<file path="src/rtl/core/assert_macros.svh">
// Assertion helpers used by the decoder top level.
`ifndef ASSERT_MACROS_SVH
`define ASSERT_MACROS_SVH

// Clocked property, disabled while reset is asserted.
`define IRPD_ASSERT(lbl, prop) \
  lbl: assert property (@(posedge clk_i) disable iff (!rst_ni) (prop)) \
    else $error("%m: assertion failed");

// Condition that must never be true at a clock edge.
`define IRPD_ASSERT_NEVER(lbl, cond) \
  lbl: assert property (@(posedge clk_i) disable iff (!rst_ni) !(cond)) \
    else $error("%m: forbidden condition seen");

`endif

</file>
<file path="src/rtl/core/irpd_pkg.sv">
package irpd_pkg;

  localparam int unsigned IntervalW = 16;
  localparam int unsigned FrameW    = 32;
  localparam int unsigned KeyW      = 8;
  localparam int unsigned CountW    = 6;
  localparam int unsigned CfgIdxW   = 3;

  // Configuration register indexes
  localparam logic [CfgIdxW-1:0] RegLeaderLow  = 3'd0;
  localparam logic [CfgIdxW-1:0] RegLeaderHigh = 3'd1;
  localparam logic [CfgIdxW-1:0] RegZeroLow    = 3'd2;
  localparam logic [CfgIdxW-1:0] RegZeroHigh   = 3'd3;
  localparam logic [CfgIdxW-1:0] RegOneLow     = 3'd4;
  localparam logic [CfgIdxW-1:0] RegOneHigh    = 3'd5;

  // Reset values of the window limits (microseconds)
  localparam logic [IntervalW-1:0] LeaderLowRst  = 16'd12200;
  localparam logic [IntervalW-1:0] LeaderHighRst = 16'd13000;
  localparam logic [IntervalW-1:0] ZeroLowRst    = 16'd950;
  localparam logic [IntervalW-1:0] ZeroHighRst   = 16'd1120;
  localparam logic [IntervalW-1:0] OneLowRst     = 16'd1920;
  localparam logic [IntervalW-1:0] OneHighRst    = 16'd2120;

  localparam logic [CountW-1:0] FrameEdges  = 6'd34;
  localparam logic [CountW-1:0] LastBitEdge = 6'd33;

  typedef struct packed {
    logic [IntervalW-1:0] leader_low;
    logic [IntervalW-1:0] leader_high;
    logic [IntervalW-1:0] zero_low;
    logic [IntervalW-1:0] zero_high;
    logic [IntervalW-1:0] one_low;
    logic [IntervalW-1:0] one_high;
  } cfg_t;

  typedef struct packed {
    logic leader;
    logic zero;
    logic one;
  } class_t;

  typedef struct packed {
    logic              emit;
    logic [CountW-1:0] edge_count;
  } frame_st_t;

  // Strict window test: lo < v < hi
  function automatic logic in_window(logic [IntervalW-1:0] v,
                                     logic [IntervalW-1:0] lo,
                                     logic [IntervalW-1:0] hi);
    return (v > lo) && (v < hi);
  endfunction

endpackage

</file>
<file path="src/rtl/core/irpd_cfg_regs.sv">
module irpd_cfg_regs (
  input  logic                          clk_i,
  input  logic                          rst_ni,
  input  logic                          cfg_valid_i,
  output logic                          cfg_ready_o,
  input  logic [irpd_pkg::CfgIdxW-1:0]  cfg_index_i,
  input  logic [irpd_pkg::IntervalW-1:0] cfg_data_i,
  output irpd_pkg::cfg_t                cfg_o
);

  irpd_pkg::cfg_t cfg_q, cfg_d;

  assign cfg_ready_o = 1'b1;

  always_comb begin
    cfg_d = cfg_q;
    if (cfg_valid_i) begin
      case (cfg_index_i)
        irpd_pkg::RegLeaderLow:  cfg_d.leader_low  = cfg_data_i;
        irpd_pkg::RegLeaderHigh: cfg_d.leader_high = cfg_data_i;
        irpd_pkg::RegZeroLow:    cfg_d.zero_low    = cfg_data_i;
        irpd_pkg::RegZeroHigh:   cfg_d.zero_high   = cfg_data_i;
        irpd_pkg::RegOneLow:     cfg_d.one_low     = cfg_data_i;
        irpd_pkg::RegOneHigh:    cfg_d.one_high    = cfg_data_i;
        default: ;
      endcase
    end
  end

  always_ff @(posedge clk_i or negedge rst_ni) begin
    if (!rst_ni) begin
      cfg_q.leader_low  <= irpd_pkg::LeaderLowRst;
      cfg_q.leader_high <= irpd_pkg::LeaderHighRst;
      cfg_q.zero_low    <= irpd_pkg::ZeroLowRst;
      cfg_q.zero_high   <= irpd_pkg::ZeroHighRst;
      cfg_q.one_low     <= irpd_pkg::OneLowRst;
      cfg_q.one_high    <= irpd_pkg::OneHighRst;
    end else begin
      cfg_q <= cfg_d;
    end
  end

  assign cfg_o = cfg_q;

endmodule

</file>
<file path="src/rtl/core/irpd_classify.sv">
module irpd_classify (
  input  logic [irpd_pkg::IntervalW-1:0] interval_i,
  input  irpd_pkg::cfg_t                 cfg_i,
  output irpd_pkg::class_t               class_o
);

  logic is_zero;

  assign is_zero = irpd_pkg::in_window(interval_i, cfg_i.zero_low, cfg_i.zero_high);

  // Zero window wins over one window when they overlap
  assign class_o.leader = irpd_pkg::in_window(interval_i, cfg_i.leader_low,
                                              cfg_i.leader_high);
  assign class_o.zero   = is_zero;
  assign class_o.one    = !is_zero &&
                          irpd_pkg::in_window(interval_i, cfg_i.one_low, cfg_i.one_high);

endmodule

</file>
<file path="src/rtl/core/irpd_frame.sv">
module irpd_frame (
  input  logic                        clk_i,
  input  logic                        rst_ni,
  input  logic                        proc_i,
  input  irpd_pkg::class_t            class_i,
  input  logic                        out_stall_i,
  output logic                        out_valid_o,
  output logic [irpd_pkg::FrameW-1:0] frame_code_o,
  output logic [irpd_pkg::KeyW-1:0]   key_code_o,
  output logic                        check_ok_o,
  output irpd_pkg::frame_st_t         status_o
);

  logic [irpd_pkg::CountW-1:0] edge_count_q, edge_count_d;
  logic [irpd_pkg::FrameW-1:0] shift_word_q, shift_word_d;
  logic [irpd_pkg::CountW-1:0] cnt_lead, cnt_next;
  logic [irpd_pkg::FrameW-1:0] sw_lead, sw_next;
  logic                        emit;
  logic [irpd_pkg::KeyW-1:0]   key_next;
  logic                        out_valid_q, out_valid_d;
  logic [irpd_pkg::FrameW-1:0] frame_q;
  logic [irpd_pkg::KeyW-1:0]   key_q;
  logic                        ok_q;

  always_comb begin
    cnt_lead = edge_count_q;
    sw_lead  = shift_word_q;
    if (class_i.leader) begin
      cnt_lead = 6'd1;
      sw_lead  = '0;
    end
    sw_next = sw_lead;
    if (cnt_lead < irpd_pkg::FrameEdges) begin
      if (class_i.one) begin
        sw_next[irpd_pkg::FrameW-1] = 1'b1;
      end
      // last bit edge keeps the word in place
      if ((class_i.zero || class_i.one) && (cnt_lead < irpd_pkg::LastBitEdge)) begin
        sw_next = {1'b0, sw_next[irpd_pkg::FrameW-1:1]};
      end
    end
    cnt_next = cnt_lead + 6'd1;
    emit     = (cnt_next == irpd_pkg::FrameEdges);
    key_next = sw_next[23:16];
  end

  always_comb begin
    edge_count_d = edge_count_q;
    shift_word_d = shift_word_q;
    if (proc_i) begin
      edge_count_d = emit ? '0 : cnt_next;
      shift_word_d = sw_next;
    end
  end

  always_comb begin
    out_valid_d = out_valid_q;
    if (proc_i && emit) begin
      out_valid_d = 1'b1;
    end else if (!out_stall_i) begin
      out_valid_d = 1'b0;
    end
  end

  always_ff @(posedge clk_i or negedge rst_ni) begin
    if (!rst_ni) begin
      edge_count_q <= '0;
      shift_word_q <= '0;
      out_valid_q  <= 1'b0;
    end else begin
      edge_count_q <= edge_count_d;
      shift_word_q <= shift_word_d;
      out_valid_q  <= out_valid_d;
    end
  end

  always_ff @(posedge clk_i) begin
    if (proc_i && emit) begin
      frame_q <= sw_next;
      key_q   <= key_next;
      ok_q    <= (key_next == ~sw_next[31:24]);
    end
  end

  assign out_valid_o         = out_valid_q;
  assign frame_code_o        = frame_q;
  assign key_code_o          = key_q;
  assign check_ok_o          = ok_q;
  assign status_o.emit       = emit;
  assign status_o.edge_count = edge_count_q;

endmodule

</file>
<file path="src/rtl/core/ir_pulse_distance_frame_decoder_top.sv">
// IR pulse-distance frame decoder, top level.
// An accepted edge is held in the input register; a frame it completes is then registered.
// Throughput: one edge transaction per cycle; only a stalled, full result register
//   (one pending frame) holds back the input stage.
// Reset: rst_ni is asynchronous, active low; it restores the default window limits,
//   clears the edge count and shift word and drops both valid flags.
`include "assert_macros.svh"

module ir_pulse_distance_frame_decoder_top (
  input  logic                           clk_i,
  input  logic                           rst_ni,
  // configuration write channel
  input  logic                           cfg_valid_i,
  output logic                           cfg_ready_o,
  input  logic [irpd_pkg::CfgIdxW-1:0]   cfg_index_i,
  input  logic [irpd_pkg::IntervalW-1:0] cfg_data_i,
  // edge interval channel
  input  logic                           in_valid_i,
  output logic                           in_stall_o,
  input  logic [irpd_pkg::IntervalW-1:0] edge_interval_i,
  // frame result channel
  output logic                           out_valid_o,
  input  logic                           out_stall_i,
  output logic [irpd_pkg::FrameW-1:0]    frame_code_o,
  output logic [irpd_pkg::KeyW-1:0]      key_code_o,
  output logic                           check_ok_o
);

  irpd_pkg::cfg_t                 cfg;
  irpd_pkg::class_t               cls;
  irpd_pkg::frame_st_t            frame_st;
  logic                           s1_valid_q, s1_valid_d;
  logic [irpd_pkg::IntervalW-1:0] s1_interval_q;
  logic                           in_accept;
  logic                           proc;

  // Window limits
  irpd_cfg_regs u_cfg (
    .clk_i       (clk_i),
    .rst_ni      (rst_ni),
    .cfg_valid_i (cfg_valid_i),
    .cfg_ready_o (cfg_ready_o),
    .cfg_index_i (cfg_index_i),
    .cfg_data_i  (cfg_data_i),
    .cfg_o       (cfg)
  );

  // Input stage. The registered interval is consumed in the next cycle unless
  // the result register holds a frame that the sink is stalling.
  assign proc       = s1_valid_q && !(out_valid_o && out_stall_i);
  assign in_stall_o = s1_valid_q && !proc;
  assign in_accept  = in_valid_i && !in_stall_o;

  always_comb begin
    s1_valid_d = s1_valid_q;
    if (in_accept) begin
      s1_valid_d = 1'b1;
    end else if (proc) begin
      s1_valid_d = 1'b0;
    end
  end

  always_ff @(posedge clk_i or negedge rst_ni) begin
    if (!rst_ni) begin
      s1_valid_q <= 1'b0;
    end else begin
      s1_valid_q <= s1_valid_d;
    end
  end

  always_ff @(posedge clk_i) begin
    if (in_accept) begin
      s1_interval_q <= edge_interval_i;
    end
  end

  // Window compares: leader, zero bit, one bit
  irpd_classify u_classify (
    .interval_i (s1_interval_q),
    .cfg_i      (cfg),
    .class_o    (cls)
  );

  // Edge counter, shift word and result register
  irpd_frame u_frame (
    .clk_i        (clk_i),
    .rst_ni       (rst_ni),
    .proc_i       (proc),
    .class_i      (cls),
    .out_stall_i  (out_stall_i),
    .out_valid_o  (out_valid_o),
    .frame_code_o (frame_code_o),
    .key_code_o   (key_code_o),
    .check_ok_o   (check_ok_o),
    .status_o     (frame_st)
  );

  // A completed frame always resets the count and shows up on the output
  `IRPD_ASSERT(a_emit_clears_count, (proc && frame_st.emit) |=> (frame_st.edge_count == '0))
  `IRPD_ASSERT(a_emit_shows_result, (proc && frame_st.emit) |=> out_valid_o)
  // The count never reaches the frame length between transactions
  `IRPD_ASSERT_NEVER(a_count_range, frame_st.edge_count >= irpd_pkg::FrameEdges)
  // Check flag agrees with the presented frame
  `IRPD_ASSERT(a_check_flag, out_valid_o |->
    ((key_code_o == frame_code_o[23:16]) &&
     (check_ok_o == (frame_code_o[23:16] == ~frame_code_o[31:24]))))

endmodule

</file>
<file path="config.mk">
export PLATFORM = sky130hd
export DESIGN_NAME = ir_pulse_distance_frame_decoder_top
export DESIGN_NICKNAME = d
export VERILOG_FILES = /design/src/rtl/core/irpd_pkg.sv /design/src/rtl/core/irpd_cfg_regs.sv /design/src/rtl/core/irpd_classify.sv /design/src/rtl/core/irpd_frame.sv /design/src/rtl/core/ir_pulse_distance_frame_decoder_top.sv
export VERILOG_INCLUDE_DIRS = /design/src /design/src/rtl/core
export SDC_FILE = /design/constraint.sdc
export NUM_CORES = 1
export LEC_CHECK = 0
export ABC_AREA = 1
export BUFFER_PORTS_ARGS = -buffer_cell sky130_fd_sc_hd__buf_4
export CORE_ASPECT_RATIO = 1.25
export CORE_MARGIN = 10
export CORE_UTILIZATION = 61
export CTS_CLUSTER_SIZE = 40
export DETAILED_ROUTE_END_ITERATION = 7
export HOLD_SLACK_MARGIN = 0.05
export PLACE_DENSITY = 0.83
export RECOVER_POWER = 25
export SYNTH_ARGS = -nofsm -noshare
export SYNTH_HDL_FRONTEND = slang
export SYNTH_HIERARCHICAL = 1
export SYNTH_SLANG_ARGS = --single-unit
</file>
<file path="constraint.sdc">
create_clock -name clk_i -period 5.8 [get_ports clk_i]
set_input_delay 1.74 -clock clk_i [delete_from_list [all_inputs] [get_ports clk_i]]
set_output_delay 1.74 -clock clk_i [all_outputs]
set_load 0.01 [all_outputs]
</file>
==> flow_summary.toml, run 1 <==
[global_routing]
grt_use_met3 = 0.04425
globalRouteMet1Util = 0.2521
grt-ovfl-total = 0
met2_usage = 0.3765
gr-max-usage-layer = "met2"
grt_max_degree = 75
antenna_found_initial = 0
track_usage = 0.2205
first_global_vias = 8620
grt_pass1_wl_um = 40810

[placement]
gp_congestion = 0.9158
io_buffers = 82
hpwl_um = 17330
dp.cells = 1559
dp_slack_ns = 1.698

[layout]
most-common-layout-cells = "520 x nand2_1, 159 x inv_1, 105 x dfrtp_1"
area.growth.synth_to_final_pct = 12.11
stdcell_count = 1591
nFillCells = 1344
drive_gt1_frac = 0.1364
nets = 1494
layout_commonest_cell = "nand2_1"
n_antenna_cell = 0

[sta]
fmax_mhz = 235.9
hold_ws_ns = 0.4637
fin_tns_setup_ns = 0
slew_violations = 139
worst_slack_ns = 1.561
finalCritPeriodShare = 0.7308
fin_crit_ns = 4.239
rsz0062_at_grt = "false"
final-setup-viol-count = 0
finalHoldViolations = 0
finClkSkew_ns = 0.01132
tightest_slew_ns = 1.881
max-slew-margin-rel = -0.2538

[power_and_ir_drop]
p_int_mw = 2.751
combinationalPowerShare = 0.297
p_sw_frac = 0.3449
power_density_nw_per_um2 = 357.3
seq_power_share = 0.411
leakagePower_nw = 6.142
power.switching_mw = 1.448
peakVddDrop_mv = 0.1742
total_power_mw = 4.200
p_clk_frac = 0.292

[yosys]
yosys_warnings = 6
avgSynthCellArea_um2 = 8.065
synthCells = 1300
synth_area_um2 = 10490
syn_nets = 1436

[clock_tree]
tritoncts = "built"
insertion_delay_ns = 0.43
cts_htree_levels = 4
cts_max_path_buffers = 2
ctsResizeCount = 0
cts.sinks = 185
root_buffer = "clkbuf_16"
clk_pin_slew_ns = 0.07
numCtsBuffers = 17
hold_buffers = 0
postCtsSetupBuffers = 0

[floorplan]
fp.dieW_um = 137.3
core.rowCount = 53
dieArea_um2 = 22870
start_util = 0.6225
ios = 84
coreArea_um2 = 16840
die_h_um = 166.6

[worst_setup_path]
worstPathArrival_ns = 4.43
end_kind = "flip-flop"
cp.required_ns = 5.99
crit_path_max_fanout = 53
cp-start-kind = "flip-flop"
crit_type = "flip-flop to flip-flop"

[outcome]
status = "finished with violations"
violations = "max-capacitance violations, max-slew violations"

[route]
first_pass_iters = 7
avgViaCountPerCell = 5.380
drt-initial-drc-count = 705
remaining_drc_errors = 0
dr_total_vias = 8559
wl_per_cell_um = 15.48
ant_nets = 0
wl_um = 24630

[run]
cap_violations = 2

[worst_hold_path]
hold_path.class = "flip-flop to flip-flop"
[routing by layer]
layer  wire [um]  part of all wire  vias to the layer above
met5           0                 0                        -
met4        1201             0.049                        0
met3        1571             0.064                       83
met2       12330              0.50                      315
met1        9534              0.39                     3961
li1            -                 -                     4200
[flip-flops by register name (all words and copies together), names as in the netlist]
signal and count:
s1_interval_q 16, u_cfg/cfg_o 96, u_frame/check_ok_o 1, u_frame/frame_code_o 32, u_frame/edge_count_q 6, u_frame/shift_word_q 32, u_frame/out_valid_o 1, s1_valid_q 1
[layout make-up]
type                            count  area [um^2]  share of cell area
Sequential cell                   185         4913              0.4180
Timing Repair Buffer               88        648.1             0.05514
Tap cell                          220        275.3             0.02342
Clock buffer                       20        479.2             0.04077
Inverter                          168        630.6             0.05365
Clock inverter                     12        160.2             0.01362
Multi-Input combinational cell    898         4648              0.3954
[worst max-delay path, cell delays in order, from the launching register on]
cell	delay (ns)
edfxtp_1	0.54
ha_1	0.38
nand2_1	0.06
nor2_1	0.16
nand4_1	0.14
inv_1	0.08
nand2_1	0.05
nand2_1	0.06
nand2_1	0.05
nor2_1	0.15
buf_4	0.29
nor2_1	0.13
inv_1	0.12
ha_1	0.15
inv_1	0.04
nand3_2	0.06
nand2_2	0.08
nor2_4	0.82
nand2_1	0.12
o21ai_1	0.18
nand2_1	0.09
nand2_1	0.09
nor2_1	0.05
nand2_1	0.05
nor2_1	0.04
[power groups by stage]
stage	clock network [mW]	registers [mW]	logic, mW
finish	1.23	1.73	1.25
global route	1.30	1.75	1.43
CTS	1.25	1.73	1.23
detailed placement	0	1.75	1.21
global placement	0	1.74	1.16
floorplan	0	1.71	0.952
[worst paths after layout]
path                       slack (ns)             start  cells after the start                 endpoint
min reg2reg                      0.46   u_cfg/cfg_o[57]                      2          u_cfg/cfg_o[57]
max                              1.56  s1_interval_q[9]                     24       u_frame/check_ok_o
max in group asynchronous        1.64            rst_ni                      2          u_cfg/cfg_o[47]
max reg2reg                      1.56  s1_interval_q[9]                     24       u_frame/check_ok_o
min                              0.46   u_cfg/cfg_o[57]                      2          u_cfg/cfg_o[57]
min in group asynchronous        1.82            rst_ni                      1  u_frame/shift_word_q[7]
[per-stage QoR]
| step | area, um^2 | utilization |
|---|---|---|
| 4_1_cts | 11790 | 0.6997 |
| 5_1_grt | 11760 | 0.6979 |
| 3_3_place_gp | 11150 | 0.6617 |
| 6_report | 11760 | 0.6979 |
| 2_1_floorplan | 10490 | - |
| 3_5_place_dp | 11150 | 0.6617 |
Power figures use the tool's default switching activity.
==> run 2, diff against run 1 <==
Settings changed: CORE_UTILIZATION 61 to 55, PLACE_DENSITY 0.83 to 0.79.
Clock period 5.8 ns to 3.4 ns, I/O delays scaled along.
==> run 2 against run 1 <==
  * The run still ends with max-capacitance violations, max-slew violations left
  * Largest power group unchanged
  * Sequential power increased by 69%
  * Highest routed layer unchanged
  * Critical path type unchanged
  * Register-to-register slack got worse by 1.6 ns
  * Die area increased by 9.4%
  * Utilization decreased by 4.4 points
  * Combinational power increased by 99%
  * Cell count increased by 3.2%
==> flow_summary.toml, run 2 (synthesis gave the netlist of run 1 again) <==
[layout]
n_antenna_cell = 0
drive_gt1_frac = 0.1801
nets = 1533
layout_commonest_cell = "nand2_1"
most-common-layout-cells = "516 x nand2_1, 154 x inv_1, 105 x dfrtp_1"
largest_register_ffs = 96
stdcell_area_um2 = 12280
nFillCells = 1564
area.growth.synth_to_final_pct = 17.10
final_util = 0.6539

[clock_tree]
cts_max_path_buffers = 2
tritoncts = "built"
root_buffer = "clkbuf_16"
clk_pin_slew_ns = 0.07
numCtsBuffers = 17
cts.sinks = 185
cts_htree_levels = 4
insertion_delay_ns = 0.43

[route]
remaining_drc_errors = 0
dr_total_vias = 8621
avgViaCountPerCell = 5.250
wl_um = 25150
first_pass_iters = 7
top_layer_used = "met4"
ant_nets = 0
met2_length_um = 12590
met1_length_um = 10240
drt-initial-drc-count = 660
wl_per_cell_um = 15.32
met3_length_um = 1581

[worst_setup_path]
reg2regPathDepth = 22
critical_path.startpoint = "u_cfg/cfg_o[77]"
r2r_end = "u_frame/check_ok_o"
worstReg2RegStart = "u_cfg/cfg_o[77]"
worstPathArrival_ns = 3.59
cp.required_ns = 3.59
cp-endpoint = "u_frame/check_ok_o"
ff2ff_setup_slack_ns = 0.006
end_kind = "flip-flop"
cp-start-kind = "flip-flop"
crit_path_max_fanout = 9
crit_type = "flip-flop to flip-flop"

[power_and_ir_drop]
total_power_mw = 7.337
leakagePower_nw = 6.359
peakVddDrop_mv = 0.3916
power_density_nw_per_um2 = 597.6

[global_routing]
grt-ovfl-total = 0
grt_pass1_wl_um = 40120
antenna_found_initial = 0
track_usage = 0.1987
grt_max_degree = 55
first_global_vias = 8262

[floorplan]
start_util = 0.5584
coreArea_um2 = 18780
fp.dieW_um = 143.5
dieArea_um2 = 25020
ios = 84
die_h_um = 174.4
core.rowCount = 56

[sta]
max-slew-margin-rel = -0.1668
finalHoldViolations = 0
finClkSkew_ns = 0.009588
finalCritPeriodShare = 0.9983
final-setup-viol-count = 0
fin_tns_setup_ns = 0
fmax_mhz = 294.6
hold_ws_ns = 0.4648
tightest_slew_ns = 1.750
fin_crit_ns = 3.394
rsz0062_at_grt = "true"
slew_violations = 33

[placement]
io_buffers = 82
placed_area_um2 = 11450
gp_congestion = 0.8973
hpwl_um = 17580

[worst_hold_path]
hold_path.class = "flip-flop to flip-flop"

[run]
cap_violations = 1

[outcome]
violations = "max-capacitance violations, max-slew violations"
status = "finished with violations"
## run 2: changes by cell type in the layout (fill, tap and decap cells not counted), sizes merged
cell / previous run / this run
clkbuf: 38 / 44
buf: 70 / 104
bufinv: 3 / 0
inv: 169 / 170
clkinv: 7 / 8
## run 2: layer usage
layer | up-vias | global-route usage
li1 | 4281 | -
met4 | 0 | 0.08142
met2 | 284 | 0.3398
met1 | 4010 | 0.2377
met3 | 46 | 0.03900
met5 | - | 0
## run 2: where the power goes
group          switching, mW  total [mW]  internal, mW
sequential             0.203        2.93          2.73
clock                  0.885        1.91          1.03
combinational           1.51        2.49         0.977
## run 2: critical path, stage by stage, from the launching register on
cell	delay (ns)
dfstp_2	0.53
inv_1	0.04
ha_1	0.28
nand4_1	0.20
nor2_1	0.16
nand3_1	0.18
a21oi_2	0.22
nor2_4	0.08
buf_12	0.14
inv_4	0.08
nand2_4	0.07
nor2_4	0.10
nand3_2	0.10
nand2_4	0.11
nor2_4	0.05
buf_12	0.13
buf_6	0.13
o21ai_1	0.18
nand2_1	0.09
nand2_1	0.08
nor2_1	0.05
nand2_1	0.08
nor2_1	0.05
## run 2: final cells by class
type / instances / area, um^2 / share of cell area
inverters: 168 / 633.1 / 0.05156
clock inverters: 11 / 87.58 / 0.007133
multi-input cells: 898 / 4798 / 0.3908
well taps: 232 / 290.3 / 0.02364
repair buffers: 127 / 1074 / 0.08744
clock buffers: 21 / 481.7 / 0.03923
flip-flops and latches: 185 / 4913 / 0.4002
## run 2: how the worst min path moves through the flow
stage / slack [ns] / to / cells past startpoint / from
5_1_grt: 0.47 / u_cfg/cfg_o[55] / 2 / u_cfg/cfg_o[55]
2_1_floorplan: 0.44 / u_cfg/cfg_o[17] / 2 / u_cfg/cfg_o[17]
4_1_cts: 0.47 / u_cfg/cfg_o[56] / 2 / u_cfg/cfg_o[56]
3_3_place_gp: 0.45 / u_cfg/cfg_o[24] / 2 / u_cfg/cfg_o[24]
3_5_place_dp: 0.45 / u_cfg/cfg_o[56] / 2 / u_cfg/cfg_o[56]
6_report: 0.46 / u_cfg/cfg_o[52] / 2 / u_cfg/cfg_o[52]
## run 2: metrics by stage
stage | instances | worst slack (ns)
final | 1642 | 0.005625
after global routing | 1642 | -0.1635
after CTS | 1630 | 0.02388
after detailed placement | 1596 | 0.06321
after global placement | 1596 | 0.09840
after floorplan | 1300 | -0.02616
## run 2: repair_timing
item / 4_1_cts / 5_1_grt
setup buffers: 2 / 7
pin swaps: 0 / 16
hold buffers: 0 / 0
gates cloned: 0 / 5
setup endpoints to repair: 35 / 66
gates resized for setup: 0 / 27
==> run 3, diff against run 2 <==
Settings changed: ABC_AREA 1 to not set.
==> run 3 against run 2 <==
  * Clock skew increased by 0.0078 ns
  * Non-clock buffer count increased by 61
  * Critical path type unchanged
  * Total power increased by 31%
  * Highest routed layer unchanged
  * The run ends with max-capacitance violations, max-slew violations, negative setup slack left
  * Area after synthesis decreased by 2.4%
  * Global-route usage increased by 1.0 points
  * Cell count decreased by 20%
  * Sequential power increased by 22%
  * Clock-buffer cell count decreased by 4
==> flow_summary.toml, run 3 <==
[clock_tree]
cts_max_path_buffers = 2
insertion_delay_ns = 0.44
cts_htree_levels = 4
clk_pin_slew_ns = 0.07
cts.sinks = 185
tritoncts = "built"
numCtsBuffers = 17
hold_buffers = 0
root_buffer = "clkbuf_16"

[sta]
finalCritPeriodShare = 1.124
finClkSkew_ns = 0.01736
slew_violations = 65
rsz0062_at_grt = "true"
final-setup-viol-count = 99
finalHoldViolations = 0
fmax_mhz = 261.8
worst_slack_ns = -0.4202
tightest_slew_ns = 1.658
hold_ws_ns = 0.5093
max-slew-margin-rel = -0.1056
fin_crit_ns = 3.820

[global_routing]
grt_max_degree = 65
grt_pass1_wl_um = 40670
track_usage = 0.2088
grt-ovfl-total = 0
antenna_found_initial = 0
first_global_vias = 7861

[worst_setup_path]
end_kind = "flip-flop"
crit_type = "flip-flop to flip-flop"
worstPathArrival_ns = 4.06
cp_num_buf_inv = 4
crit_slowest_cell = "edfxtp_1"
slowest_delay_ns = 0.47
crit_path_max_fanout = 4
cp-start-kind = "flip-flop"
cp.required_ns = 3.64
ff2ff_setup_slack_ns = -0.42
critical_path.cell_chain = "buf_4 > buf_6 > ha_4 > nand4_1 > or3_4 > nor4_4 > a2111oi_2 > o311a_4 > nor4_4 > buf_4 > o21ai_4 > buf_6 > o221ai_2 > nand2_1 > xor2_1 > nor4_1"
crit_family = "simple AND/OR/NAND/NOR gates"

[route]
first_pass_iters = 5
drt-initial-drc-count = 632
avgViaCountPerCell = 6.007
wl_per_cell_um = 22.05
dr_total_vias = 7917
wl_um = 29060
remaining_drc_errors = 0
ant_nets = 0

[placement]
hpwl_um = 17540
gp_congestion = 0.8528
io_buffers = 82
dp.cells = 1242

[outcome]
violations = "max-capacitance violations, max-slew violations, negative setup slack"
status = "finished with violations"

[power_and_ir_drop]
leakagePower_nw = 5.986
seq_power_share = 0.371
power.switching_mw = 3.736
p_clk_frac = 0.216
combinationalPowerShare = 0.413
p_sw_frac = 0.3877
p_int_mw = 5.899
peakVddDrop_mv = 0.6215
power_density_nw_per_um2 = 727.7

[floorplan]
dieArea_um2 = 24490
ios = 84
start_util = 0.5631
die_h_um = 172.5
core.rowCount = 55
fp.dieW_um = 142.0
coreArea_um2 = 18170

[yosys]
synth_area_um2 = 10230
synthCells = 919
syn_nets = 1055
avgSynthCellArea_um2 = 11.13
yosys_warnings = 6

[layout]
area.growth.synth_to_final_pct = 29.43
stdcell_count = 1318
nets = 1213
drive_gt1_frac = 0.4431
nFillCells = 1129
largest_register_ffs = 96
n_antenna_cell = 0
final_util = 0.7288
most-common-layout-cells = "139 x buf_4, 123 x inv_1, 105 x dfrtp_1"
layout_commonest_cell = "buf_4"

[run]
cap_violations = 1

[worst_hold_path]
hold_path.class = "flip-flop to flip-flop"
==> run 3: metrics by stage <==
| step | power, mW | setup slack [ns] | area (um^2) | TNS, ns |
|---|---|---|---|---|
| finish | 9.635 | -0.4202 | 13240 | -20.46 |
| detailed placement | 6.314 | -0.4243 | 11430 | -24.02 |
| global route | 10.11 | -0.4650 | 13240 | -26.62 |
| global placement | 6.167 | -0.2930 | 11430 | -16.71 |
| floorplan | 5.428 | -0.2555 | 10350 | -9.751 |
| CTS | 8.621 | -0.06061 | 12430 | -0.8875 |
==> run 3: power by group through the flow <==
stage	Clock (mW)	Sequential [mW]	Combinational (mW)
6_report	2.08	3.58	3.98
5_1_grt	2.19	3.65	4.28
4_1_cts	2.10	3.44	3.08
3_5_place_dp	0	3.47	2.84
3_3_place_gp	0	3.44	2.73
2_1_floorplan	0	3.30	2.13
==> run 3: path summary, 6_finish.rpt <==
check,start,end,cells past startpoint
max in group asynchronous,rst_ni,u_frame/edge_count_q[5],2
setup reg to reg,s1_interval_q[15],u_frame/check_ok_o,16
setup / recovery,s1_interval_q[15],u_frame/check_ok_o,16
hold reg to reg,u_cfg/cfg_o[1],u_cfg/cfg_o[1],1
min in group asynchronous,rst_ni,u_cfg/cfg_o[7],1
hold / removal,u_cfg/cfg_o[1],u_cfg/cfg_o[1],1
==> run 3: timing repair <==
| action | CTS | global route |
|---|---|---|
| setup buffers | 19 | 22 |
| pin swaps | 7 | 41 |
| gates cloned | 1 | 5 |
| setup endpoints to repair | 98 | 99 |
| resized for setup | 33 | 126 |
==> run 3: routing by layer <==
metal / track usage / routed length (um) / up-vias / share of wire
met1: 0.2347 / 11120 / 3965 / 0.38
met4: 0.08055 / 895 / 0 / 0.031
met2: 0.3816 / 15690 / 313 / 0.54
li1: - / - / 3570 / -
met5: 0 / 0 / - / 0
met3: 0.03732 / 1352 / 69 / 0.047
==> run 3: final cells by class <==
type / count / area (um^2) / share of cell area
Multi-Input combinational cell: 556 / 5261 / 0.3974
Clock inverter: 15 / 216.5 / 0.01635
Inverter: 129 / 484.2 / 0.03657
Timing Repair Buffer: 188 / 1654 / 0.1249
Tap cell: 228 / 285.3 / 0.02155
Clock buffer: 17 / 425.4 / 0.03213
Sequential cell: 185 / 4913 / 0.3711
